===== src/rtl/core/srs_pkg.sv =====
`default_nettype none

package srs_pkg;

   // configuration register width and index codes
   localparam int CFG_BITS       = 16;
   localparam int CSR_INDEX_BITS = 2;

   localparam logic [CSR_INDEX_BITS-1:0] CSR_SAMPLE_PERIOD   = 2'd0;
   localparam logic [CSR_INDEX_BITS-1:0] CSR_COMPLETION_TIME = 2'd1;
   localparam logic [CSR_INDEX_BITS-1:0] CSR_UPPER_LIMIT     = 2'd2;
   localparam logic [CSR_INDEX_BITS-1:0] CSR_LOWER_LIMIT     = 2'd3;

   // register reset values
   localparam logic [CFG_BITS-1:0] RST_SAMPLE_PERIOD   = 16'd10;
   localparam logic [CFG_BITS-1:0] RST_COMPLETION_TIME = 16'd1000;
   localparam logic [CFG_BITS-1:0] RST_UPPER_LIMIT     = 16'h7FFF;
   localparam logic [CFG_BITS-1:0] RST_LOWER_LIMIT     = 16'h8000;

   // wait phase gives up once more than this many ticks pass without a done report
   localparam int WAIT_TIMEOUT = 3000;
   // fewer samples than this go straight to the final update
   localparam int MIN_SAMPLES  = 2;

   // ramp controller phase
   typedef enum logic [2:0] {
      PH_INIT = 3'd0,
      PH_CALC = 3'd1,
      PH_INC  = 3'd2,
      PH_DEC  = 3'd3,
      PH_WAIT = 3'd4,
      PH_LAST = 3'd5
   } phase_type;

   // divider status back to the sequencer
   typedef struct packed {
      logic busy;
      logic done;
   } div_status_type;

endpackage

`default_nettype wire


===== src/rtl/core/srs_div.sv =====
`default_nettype none

// Restoring unsigned divider, one quotient bit per cycle.
module srs_div #(
   parameter int DIVIDEND_BITS = 17,
   parameter int DIVISOR_BITS  = 16
) (
   input  wire logic                       clock,
   input  wire logic                       reset,
   input  wire logic                       start,
   input  wire logic [DIVIDEND_BITS-1:0]   dividend,
   input  wire logic [DIVISOR_BITS-1:0]    divisor,
   output srs_pkg::div_status_type         status,
   output logic      [DIVIDEND_BITS-1:0]   quotient
);
   import srs_pkg::*;

   localparam int CNT_BITS = $clog2(DIVIDEND_BITS + 1);

   logic                     busy_ff;
   logic                     done_ff;
   logic [CNT_BITS-1:0]      count_ff;
   logic [DIVISOR_BITS-1:0]  rem_ff;
   logic [DIVISOR_BITS-1:0]  divisor_ff;
   logic [DIVIDEND_BITS-1:0] quot_ff;

   logic [DIVISOR_BITS:0]    shifted;
   logic [DIVISOR_BITS:0]    diff;
   logic                     fits;

   // one trial subtraction per cycle
   always_comb begin
      shifted = {rem_ff, quot_ff[DIVIDEND_BITS-1]};
      fits    = shifted >= {1'b0, divisor_ff};
      diff    = shifted - {1'b0, divisor_ff};
   end

   always_ff @(posedge clock) begin
      if (reset) begin
         busy_ff  <= 1'b0;
         done_ff  <= 1'b0;
         count_ff <= '0;
      end else begin
         done_ff <= 1'b0;
         if (start) begin
            busy_ff  <= 1'b1;
            count_ff <= CNT_BITS'(DIVIDEND_BITS);
         end else if (busy_ff) begin
            count_ff <= count_ff - 1'b1;
            if (count_ff == CNT_BITS'(1)) begin
               busy_ff <= 1'b0;
               done_ff <= 1'b1;
            end
         end
      end
   end

   // datapath, no reset
   always_ff @(posedge clock) begin
      if (start) begin
         rem_ff     <= '0;
         quot_ff    <= dividend;
         divisor_ff <= divisor;
      end else if (busy_ff) begin
         rem_ff  <= fits ? diff[DIVISOR_BITS-1:0] : shifted[DIVISOR_BITS-1:0];
         quot_ff <= {quot_ff[DIVIDEND_BITS-2:0], fits};
      end
   end

   assign status.busy = busy_ff;
   assign status.done = done_ff;
   assign quotient    = quot_ff;

endmodule

`default_nettype wire


===== src/rtl/core/setpoint_ramp_sequencer.sv =====
// Flow: a request passes through the step state and the done state into the response
// register; a ramp start also runs one division and a calculation step up to two, on
// the bit-serial divider of DIV_BITS = max(VALUE_BITS + 1, 16) bits.
// Throughput: one request at a time; the next is taken once the step is finished.
// Reset: synchronous, active high; config returns to its defaults, the ramp
// goes to the init phase with no active target.
`default_nettype none

module setpoint_ramp_sequencer #(
   parameter int VALUE_BITS = 16,
   parameter int TIMER_BITS = 16
) (
   input  wire logic                                   clock,
   input  wire logic                                   reset,
   // request channel
   input  wire logic                                   req_valid,
   output logic                                        req_ready,
   input  wire logic                                   req_tick,
   input  wire logic                                   req_target_valid,
   input  wire logic signed [VALUE_BITS-1:0]           req_target_request,
   input  wire logic                                   req_done_pulse,
   input  wire logic signed [VALUE_BITS-1:0]           req_measured_value,
   // response channel
   output logic                                        rsp_valid,
   input  wire logic                                   rsp_ready,
   output logic                                        rsp_drive_valid,
   output logic signed      [VALUE_BITS-1:0]           rsp_drive_value,
   output logic                                        rsp_config_error,
   output logic                                        rsp_target_rejected,
   output logic                                        rsp_busy_res,
   // configuration write port
   input  wire logic                                   csr_write_en,
   input  wire logic        [srs_pkg::CSR_INDEX_BITS-1:0] csr_index,
   input  wire logic        [srs_pkg::CFG_BITS-1:0]    csr_wdata
);
   import srs_pkg::*;

   localparam int CW       = ((VALUE_BITS > CFG_BITS) ? VALUE_BITS : CFG_BITS) + 2;
   localparam int TW       = (TIMER_BITS > CFG_BITS) ? TIMER_BITS : CFG_BITS;
   localparam int DIV_BITS = ((VALUE_BITS + 1) > CFG_BITS) ? (VALUE_BITS + 1) : CFG_BITS;
   localparam int PW       = 2 * CFG_BITS;
   localparam int NW       = PW + 2;
   localparam logic [VALUE_BITS-1:0] VMAX = {1'b0, {(VALUE_BITS-1){1'b1}}};

   typedef enum logic [2:0] {
      S_IDLE,
      S_STEP,
      S_DIV_TOTAL,
      S_NUM,
      S_DIV_REM,
      S_DIST,
      S_DIV_STEP,
      S_DONE
   } state_type;

   // configuration registers
   logic        [CFG_BITS-1:0] sample_period_ff;
   logic        [CFG_BITS-1:0] completion_time_ff;
   logic signed [CFG_BITS-1:0] upper_limit_ff;
   logic signed [CFG_BITS-1:0] lower_limit_ff;

   // controller state
   state_type                     state_ff;
   phase_type                     phase_ff;
   logic        [TIMER_BITS-1:0]  timer_ff;
   logic                          target_active_ff;
   logic signed [VALUE_BITS-1:0]  target_level_ff;
   logic signed [VALUE_BITS-1:0]  present_level_ff;
   logic        [VALUE_BITS-1:0]  step_size_ff;
   logic        [CFG_BITS-1:0]    sample_total_ff;
   logic        [CFG_BITS-1:0]    sample_count_ff;
   logic                          done_flag_ff;

   // per-request working registers
   logic signed [VALUE_BITS-1:0]  meas_ff;
   logic                          rej_ff;
   logic                          res_drv_ff;
   logic signed [VALUE_BITS-1:0]  res_dval_ff;
   logic                          res_cerr_ff;
   logic        [PW-1:0]          prod_ff;
   logic        [CFG_BITS-1:0]    rem_ff;

   // divider interface
   logic                          div_start_ff;
   logic        [DIV_BITS-1:0]    div_dividend_ff;
   logic        [CFG_BITS-1:0]    div_divisor_ff;
   div_status_type                div_status;
   logic        [DIV_BITS-1:0]    div_quot;

   // response registers
   logic                          rsp_valid_ff;
   logic                          rsp_drive_valid_ff;
   logic signed [VALUE_BITS-1:0]  rsp_drive_value_ff;
   logic                          rsp_config_error_ff;
   logic                          rsp_target_rejected_ff;
   logic                          rsp_busy_res_ff;

   // combinational helpers
   logic                          accept;
   logic        [TIMER_BITS-1:0]  timer_pre;
   logic        [TIMER_BITS-1:0]  timer_post;
   logic signed [CW-1:0]          treq_x;
   logic signed [CW-1:0]          upper_x;
   logic signed [CW-1:0]          lower_x;
   logic signed [CW-1:0]          target_x;
   logic signed [CW-1:0]          present_x;
   logic signed [CW-1:0]          step_x;
   logic signed [CW-1:0]          nv_inc;
   logic signed [CW-1:0]          nv_dec;
   logic                          stop_inc;
   logic                          stop_dec;
   logic                          reject;
   logic                          timer_reached;
   logic                          wait_expired;
   logic                          bad_timing;
   logic                          last_sample;
   logic signed [NW-1:0]          num;
   logic                          num_pos;
   logic        [CFG_BITS-1:0]    sp_safe;
   logic signed [VALUE_BITS:0]    dist_s;
   logic        [VALUE_BITS-1:0]  step_sat;

   assign accept    = req_valid && req_ready;
   assign req_ready = (state_ff == S_IDLE);

   // request pre-step: timer clear on a new target, then the tick
   always_comb begin
      timer_pre  = req_target_valid ? '0 : timer_ff;
      timer_post = (req_tick && (timer_pre != '1)) ? timer_pre + 1'b1 : timer_pre;
      treq_x     = CW'(req_target_request);
      upper_x    = CW'(upper_limit_ff);
      lower_x    = CW'(lower_limit_ff);
      reject     = req_target_valid && ((treq_x > upper_x) || (treq_x < lower_x));
   end

   // controller step arithmetic
   always_comb begin
      target_x      = CW'(target_level_ff);
      present_x     = CW'(present_level_ff);
      step_x        = $signed(CW'(step_size_ff));
      nv_inc        = present_x + step_x;
      nv_dec        = present_x - step_x;
      stop_inc      = (nv_inc >= upper_x) || (nv_inc >= target_x);
      stop_dec      = (nv_dec <= lower_x) || (nv_dec <= target_x);
      timer_reached = TW'(timer_ff) >= TW'(sample_period_ff);
      wait_expired  = TW'(timer_ff) > TW'(WAIT_TIMEOUT);
      bad_timing    = (sample_period_ff == '0) || (completion_time_ff < sample_period_ff);
      last_sample   = (sample_total_ff < CFG_BITS'(MIN_SAMPLES))
                   || (({1'b0, sample_count_ff} + 1'b1) == {1'b0, sample_total_ff});
      num           = $signed(NW'(completion_time_ff)) - $signed(NW'(prod_ff));
      num_pos       = !num[NW-1] && (num != '0);
      sp_safe       = (sample_period_ff == '0) ? CFG_BITS'(1) : sample_period_ff;
      dist_s        = (target_level_ff > present_level_ff)
                    ? ((VALUE_BITS+1)'(target_level_ff) - (VALUE_BITS+1)'(present_level_ff))
                    : ((VALUE_BITS+1)'(present_level_ff) - (VALUE_BITS+1)'(target_level_ff));
      step_sat      = (div_quot > DIV_BITS'(VMAX)) ? VMAX : div_quot[VALUE_BITS-1:0];
   end

   // shared divider
   srs_div #(
      .DIVIDEND_BITS (DIV_BITS),
      .DIVISOR_BITS  (CFG_BITS)
   ) u_div (
      .clock    (clock),
      .reset    (reset),
      .start    (div_start_ff),
      .dividend (div_dividend_ff),
      .divisor  (div_divisor_ff),
      .status   (div_status),
      .quotient (div_quot)
   );

   // configuration writes
   always_ff @(posedge clock) begin
      if (reset) begin
         sample_period_ff   <= RST_SAMPLE_PERIOD;
         completion_time_ff <= RST_COMPLETION_TIME;
         upper_limit_ff     <= $signed(RST_UPPER_LIMIT);
         lower_limit_ff     <= $signed(RST_LOWER_LIMIT);
      end else if (csr_write_en) begin
         unique case (csr_index)
            CSR_SAMPLE_PERIOD:   sample_period_ff   <= csr_wdata;
            CSR_COMPLETION_TIME: completion_time_ff <= csr_wdata;
            CSR_UPPER_LIMIT:     upper_limit_ff     <= $signed(csr_wdata);
            CSR_LOWER_LIMIT:     lower_limit_ff     <= $signed(csr_wdata);
            default: ;
         endcase
      end
   end

   // sequencer: state and registered outputs
   always_ff @(posedge clock) begin
      if (reset) begin
         state_ff         <= S_IDLE;
         phase_ff         <= PH_INIT;
         timer_ff         <= '0;
         target_active_ff <= 1'b0;
         target_level_ff  <= '0;
         present_level_ff <= '0;
         step_size_ff     <= '0;
         sample_total_ff  <= '0;
         sample_count_ff  <= '0;
         done_flag_ff     <= 1'b0;
         div_start_ff     <= 1'b0;
         rsp_valid_ff     <= 1'b0;
      end else begin
         div_start_ff <= 1'b0;
         // drop the response once taken, unless a new one is loaded this cycle
         if (rsp_valid_ff && rsp_ready && (state_ff != S_DONE)) begin
            rsp_valid_ff <= 1'b0;
         end

         unique case (state_ff)
            S_IDLE: begin
               if (accept) begin
                  timer_ff <= timer_post;
                  if (req_target_valid) begin
                     phase_ff <= PH_INIT;
                  end
                  if (req_target_valid && !reject) begin
                     target_level_ff  <= req_target_request;
                     target_active_ff <= 1'b1;
                  end
                  if (req_done_pulse) begin
                     done_flag_ff <= 1'b1;
                  end
                  rej_ff      <= reject;
                  meas_ff     <= req_measured_value;
                  res_drv_ff  <= 1'b0;
                  res_dval_ff <= '0;
                  res_cerr_ff <= 1'b0;
                  state_ff    <= S_STEP;
               end
            end

            S_STEP: begin
               state_ff <= S_DONE;
               if (!target_active_ff) begin
                  phase_ff <= PH_INIT;
                  timer_ff <= '0;
               end else begin
                  unique case (phase_ff)
                     PH_INIT: begin
                        if (bad_timing) begin
                           res_cerr_ff      <= 1'b1;
                           res_drv_ff       <= 1'b1;
                           res_dval_ff      <= target_level_ff;
                           target_active_ff <= 1'b0;
                           timer_ff         <= '0;
                        end else begin
                           sample_count_ff <= '0;
                           step_size_ff    <= '0;
                           div_start_ff    <= 1'b1;
                           div_dividend_ff <= DIV_BITS'(completion_time_ff);
                           div_divisor_ff  <= sample_period_ff;
                           state_ff        <= S_DIV_TOTAL;
                        end
                     end
                     PH_CALC: begin
                        present_level_ff <= meas_ff;
                        if (last_sample) begin
                           phase_ff <= PH_LAST;
                           timer_ff <= '0;
                        end else begin
                           prod_ff  <= sample_count_ff * sample_period_ff;
                           state_ff <= S_NUM;
                        end
                     end
                     PH_INC, PH_DEC: begin
                        if (timer_reached) begin
                           timer_ff <= '0;
                           if ((phase_ff == PH_INC) ? stop_inc : stop_dec) begin
                              phase_ff <= PH_LAST;
                           end else begin
                              present_level_ff <= (phase_ff == PH_INC)
                                 ? nv_inc[VALUE_BITS-1:0] : nv_dec[VALUE_BITS-1:0];
                              res_drv_ff       <= 1'b1;
                              res_dval_ff      <= (phase_ff == PH_INC)
                                 ? nv_inc[VALUE_BITS-1:0] : nv_dec[VALUE_BITS-1:0];
                              sample_count_ff  <= sample_count_ff + 1'b1;
                              phase_ff         <= done_flag_ff ? PH_WAIT : PH_CALC;
                           end
                        end
                     end
                     PH_WAIT: begin
                        if (done_flag_ff || wait_expired) begin
                           phase_ff     <= PH_CALC;
                           timer_ff     <= '0;
                           done_flag_ff <= 1'b0;
                        end
                     end
                     PH_LAST: begin
                        if (timer_reached) begin
                           res_drv_ff       <= 1'b1;
                           res_dval_ff      <= target_level_ff;
                           target_active_ff <= 1'b0;
                           phase_ff         <= PH_INIT;
                           timer_ff         <= '0;
                        end
                     end
                     default: begin
                        phase_ff <= PH_INIT;
                        timer_ff <= '0;
                     end
                  endcase
               end
            end

            // sample total = completion time / period
            S_DIV_TOTAL: begin
               if (div_status.done) begin
                  sample_total_ff <= div_quot[CFG_BITS-1:0];
                  phase_ff        <= PH_CALC;
                  timer_ff        <= '0;
                  state_ff        <= S_DONE;
               end
            end

            // remaining time, then remaining samples
            S_NUM: begin
               if (num_pos) begin
                  div_start_ff    <= 1'b1;
                  div_dividend_ff <= DIV_BITS'(num[CFG_BITS-1:0]);
                  div_divisor_ff  <= sp_safe;
                  state_ff        <= S_DIV_REM;
               end else begin
                  rem_ff   <= CFG_BITS'(1);
                  state_ff <= S_DIST;
               end
            end

            S_DIV_REM: begin
               if (div_status.done) begin
                  rem_ff   <= (div_quot == '0) ? CFG_BITS'(1) : div_quot[CFG_BITS-1:0];
                  state_ff <= S_DIST;
               end
            end

            // step = distance / remaining samples
            S_DIST: begin
               div_start_ff    <= 1'b1;
               div_dividend_ff <= DIV_BITS'($unsigned(dist_s));
               div_divisor_ff  <= rem_ff;
               state_ff        <= S_DIV_STEP;
            end

            S_DIV_STEP: begin
               if (div_status.done) begin
                  step_size_ff <= step_sat;
                  timer_ff     <= '0;
                  if (step_sat == '0) begin
                     phase_ff <= PH_LAST;
                  end else if (target_level_ff > present_level_ff) begin
                     phase_ff <= PH_INC;
                  end else begin
                     phase_ff <= PH_DEC;
                  end
                  state_ff <= S_DONE;
               end
            end

            // hand the result to the response register once it is free
            S_DONE: begin
               if (!rsp_valid_ff || rsp_ready) begin
                  rsp_valid_ff           <= 1'b1;
                  rsp_drive_valid_ff     <= res_drv_ff;
                  rsp_drive_value_ff     <= res_drv_ff ? res_dval_ff : '0;
                  rsp_config_error_ff    <= res_cerr_ff;
                  rsp_target_rejected_ff <= rej_ff;
                  rsp_busy_res_ff        <= target_active_ff;
                  state_ff               <= S_IDLE;
               end
            end

            default: state_ff <= S_IDLE;
         endcase
      end
   end

   assign rsp_valid           = rsp_valid_ff;
   assign rsp_drive_valid     = rsp_drive_valid_ff;
   assign rsp_drive_value     = rsp_drive_value_ff;
   assign rsp_config_error    = rsp_config_error_ff;
   assign rsp_target_rejected = rsp_target_rejected_ff;
   assign rsp_busy_res        = rsp_busy_res_ff;

   // divider is never restarted while it is working
   assert property (@(posedge clock) disable iff (reset)
      div_start_ff |-> !div_status.busy)
      else $error("divider started while busy");

   // a request blocks the input until its step is finished
   assert property (@(posedge clock) disable iff (reset)
      accept |=> !req_ready)
      else $error("request accepted during a step");

   // with no active target the ramp rests in the init phase between requests
   assert property (@(posedge clock) disable iff (reset)
      (state_ff == S_IDLE) && !target_active_ff |-> (phase_ff == PH_INIT))
      else $error("idle ramp left the init phase");

   // a saturated step never exceeds the largest positive value
   assert property (@(posedge clock) disable iff (reset)
      !step_size_ff[VALUE_BITS-1])
      else $error("step size out of range");

endmodule

`default_nettype wire

===== config.mk =====
export PLATFORM = sky130hd
export DESIGN_NAME = setpoint_ramp_sequencer
export DESIGN_NICKNAME = d
export VERILOG_FILES = /design/src/rtl/core/srs_pkg.sv /design/src/rtl/core/srs_div.sv /design/src/rtl/core/setpoint_ramp_sequencer.sv
export SDC_FILE = /design/constraint.sdc
export NUM_CORES = 2
export LEC_CHECK = 0
export BUFFER_PORTS_ARGS = -buffer_cell sky130_fd_sc_hd__buf_2
export CORE_MARGIN = 2
export CORE_UTILIZATION = 59
export CTS_CLUSTER_SIZE = 25
export DETAILED_ROUTE_END_ITERATION = 10
export PLACE_DENSITY = 0.77
export SLEW_MARGIN = 10
export SYNTH_ARGS = -nofsm -noshare
export SYNTH_HDL_FRONTEND = slang
export SYNTH_HIERARCHICAL = 1
export SYNTH_SLANG_ARGS = --single-unit

===== constraint.sdc =====
create_clock -name clock -period 6.62 [get_ports clock]
set_clock_uncertainty 0.15 [all_clocks]
set_input_delay 1.655 -clock clock [delete_from_list [all_inputs] [get_ports clock]]
set_output_delay 1.655 -clock clock [all_outputs]
set_load 0.01 [all_outputs]

==> impl_metrics.py <==
metrics = {
    "clock_network": {
        "cts_tree": "built",
        "cts_buffer_depth": 3,
        "cts-root-buf": "clkbuf_16",
        "h-tree-depth": 2,
        "cts.clk_slew.worst_paths_ns": 0.07,
        "hold_buffers": 0,
        "cts_buffers": 42,
        "clk_latency_ns": 0.61,
        "clkSinkCount": 362,
    },
    "critical_path": {
        "cp-start-kind": "register",
        "end_kind": "register",
        "path_max_fanout": 17,
        "cp_data_arrival_time_ns": 6.49,
        "r2r_start": "present_level_ff[1]",
        "critical_path_required_ns": 6.76,
        "crit_type": "reg2reg",
        "cp-startpoint": "present_level_ff[1]",
    },
    "logic_synthesis": {
        "syn_nets": 4317,
        "synth.avg_cell_area_sq_um": 8.751,
        "synth_warnings": 6,
        "synth_area_sq_um": 32550,
        "synth_cells": 3720,
    },
    "power": {
        "ir_worst_vdd_uv": 224.8,
        "power_density_nw_per_um2": 198.3,
        "power.leakage_uw": 0.01557,
    },
    "die": {
        "start_util_pct": 59.32,
        "dieArea_sq_um": 57070,
        "rows": 86,
        "die_y_um": 238.9,
        "die_w_um": 238.9,
        "coreArea_sq_um": 54880,
        "ios": 80,
    },
    "run": {
        "cap_violations": 0,
    },
    "finish": {
        "largest_register": "prod_ff",
        "largest_reg_flops": 32,
        "stdcell_count": 4509,
        "fin_nets": 4368,
        "diodes": 0,
        "final_area_sq_um": 35650,
        "drive_gt1_share_pct": 9.777,
        "fillCellCount": 4537,
        "syn_to_final_growth_pct": 9.505,
    },
    "timing": {
        "clock.fmax_mhz": 157.3,
        "drv_slew": 0,
        "timing.final.crit_period_ns": 6.359,
        "final-setup-viol-count": 0,
        "tightest_slew_ns": 1.220,
        "hold_ws_ns": 0.2604,
        "hold_viol": 0,
        "max_slew_margin_pct": 18.21,
        "post-route-period-util_pct": 96.06,
        "tns_ns": 0,
    },
    "global_routing": {
        "grt_pass1_wl_um": 157300,
        "grt_max_degree": 62,
        "grt_pass1_vias": 27110,
        "grt_use_total_pct": 35.83,
        "grt_antenna_before_repair": 2,
        "grt-ovfl-total": 0,
    },
    "detailed_routing": {
        "drt_iter0_markers": 3552,
        "dr.pass1.iters": 6,
        "wl_per_cell_um": 22.54,
        "routed_wl_um": 101600,
        "vias": 28490,
        "final_antenna_net_count": 0,
        "drc": 0,
        "avgViaCountPerCell": 6.318,
    },
    "placement": {
        "place_hpwl_um": 79590,
        "io_buffer_count": 79,
        "dpl-instance-area_sq_um": 34030,
        "gp_routability_congestion": 1.024,
        "placed_cells": 4429,
    },
    "hold_path": {
        "hp-start": "rej_ff",
        "min_path_type": "reg2reg",
    },
    "status": {
        "status": "finished, final reports clean",
    },
}
[layer usage]
| layer | share of wire (%) | track usage (%) |
|---|---|---|
| met1 | 41 | 49.65 |
| met5 | 0.013 | 0 |
| met3 | 11 | 7.275 |
| met2 | 44 | 55.21 |
| met4 | 4.4 | 13.92 |
[layout by cell type (no fill, tap or decap), drive strengths merged, types with 34 or more instances in the layout]
cell type,n
nand2,443
inv,407
ha,339
a21oi,270
buf,203
nor2,201
fa,200
dfxtp,193
edfxtp,169
o21ai,133
and2,113
xnor2,93
nand3,73
nor3,72
nand4,68
nand2b,51
a211oi,51
clkbuf,51
a21o,45
mux2i,42
nor2b,34
[repair_timing]
item                       4_1_cts  5_1_grt
setup endpoints to repair        1       26
resized for setup                1       48
pin swaps                        0       10
buffers inserted                 0        2
[where the power goes]
| group | internal (uW) | switching, uW |
|---|---|---|
| Clock | 1380 | 1040 |
| Sequential | 2510 | 122 |
| Combinational | 738 | 1280 |
| Total | 4630 | 2440 |
[final timing paths]
check	end	slack (ns)	cells past startpoint
min reg2reg	rsp_target_rejected	0.26	0
max	res_dval_ff[14]	0.26	21
max reg2reg	res_dval_ff[14]	0.26	21
min	rsp_target_rejected	0.26	0
[metrics by stage]
stage	total power, uW	util [%]	setup WS, ns
after CTS	7029	64.63	0.04596
final	7068	64.96	0.2609
after global placement	4588	62.02	0.06780
after global routing	7349	64.96	-0.02270
after detailed placement	4619	62.02	0.01491
after floorplan	4073	-	0.07387
[final cells by class]
| class | instances | area (sq um) | area share [%] |
|---|---|---|---|
| flip-flops and latches | 362 | 8970 | 25.16 |
| repair buffers | 203 | 1378 | 3.864 |
| multi-input cells | 2758 | 21470 | 60.23 |
| well taps | 704 | 880.8 | 2.471 |
| clock inverters | 27 | 277.8 | 0.7792 |
| clock buffers | 51 | 1156 | 3.243 |
| inverters | 404 | 1516 | 4.254 |
[critical path, stage by stage, from the launching register on]
cell	delay, ns
dfxtp_1	0.52
inv_1	0.19
fa_1	0.49
nand2b_1	0.18
a21oi_1	0.30
o41ai_2	0.12
a21oi_1	0.32
o41a_1	0.32
a211o_1	0.17
a31oi_1	0.13
o21bai_1	0.20
xnor2_1	0.12
ha_1	0.34
nand4_1	0.18
or2_2	0.36
o2111ai_1	0.28
xor2_1	0.16
or3_1	0.52
a211oi_1	0.27
o211ai_1	0.13
a211oi_2	0.27
buf_4	0.31
Note: power is estimated with default switching activity, not from simulation.
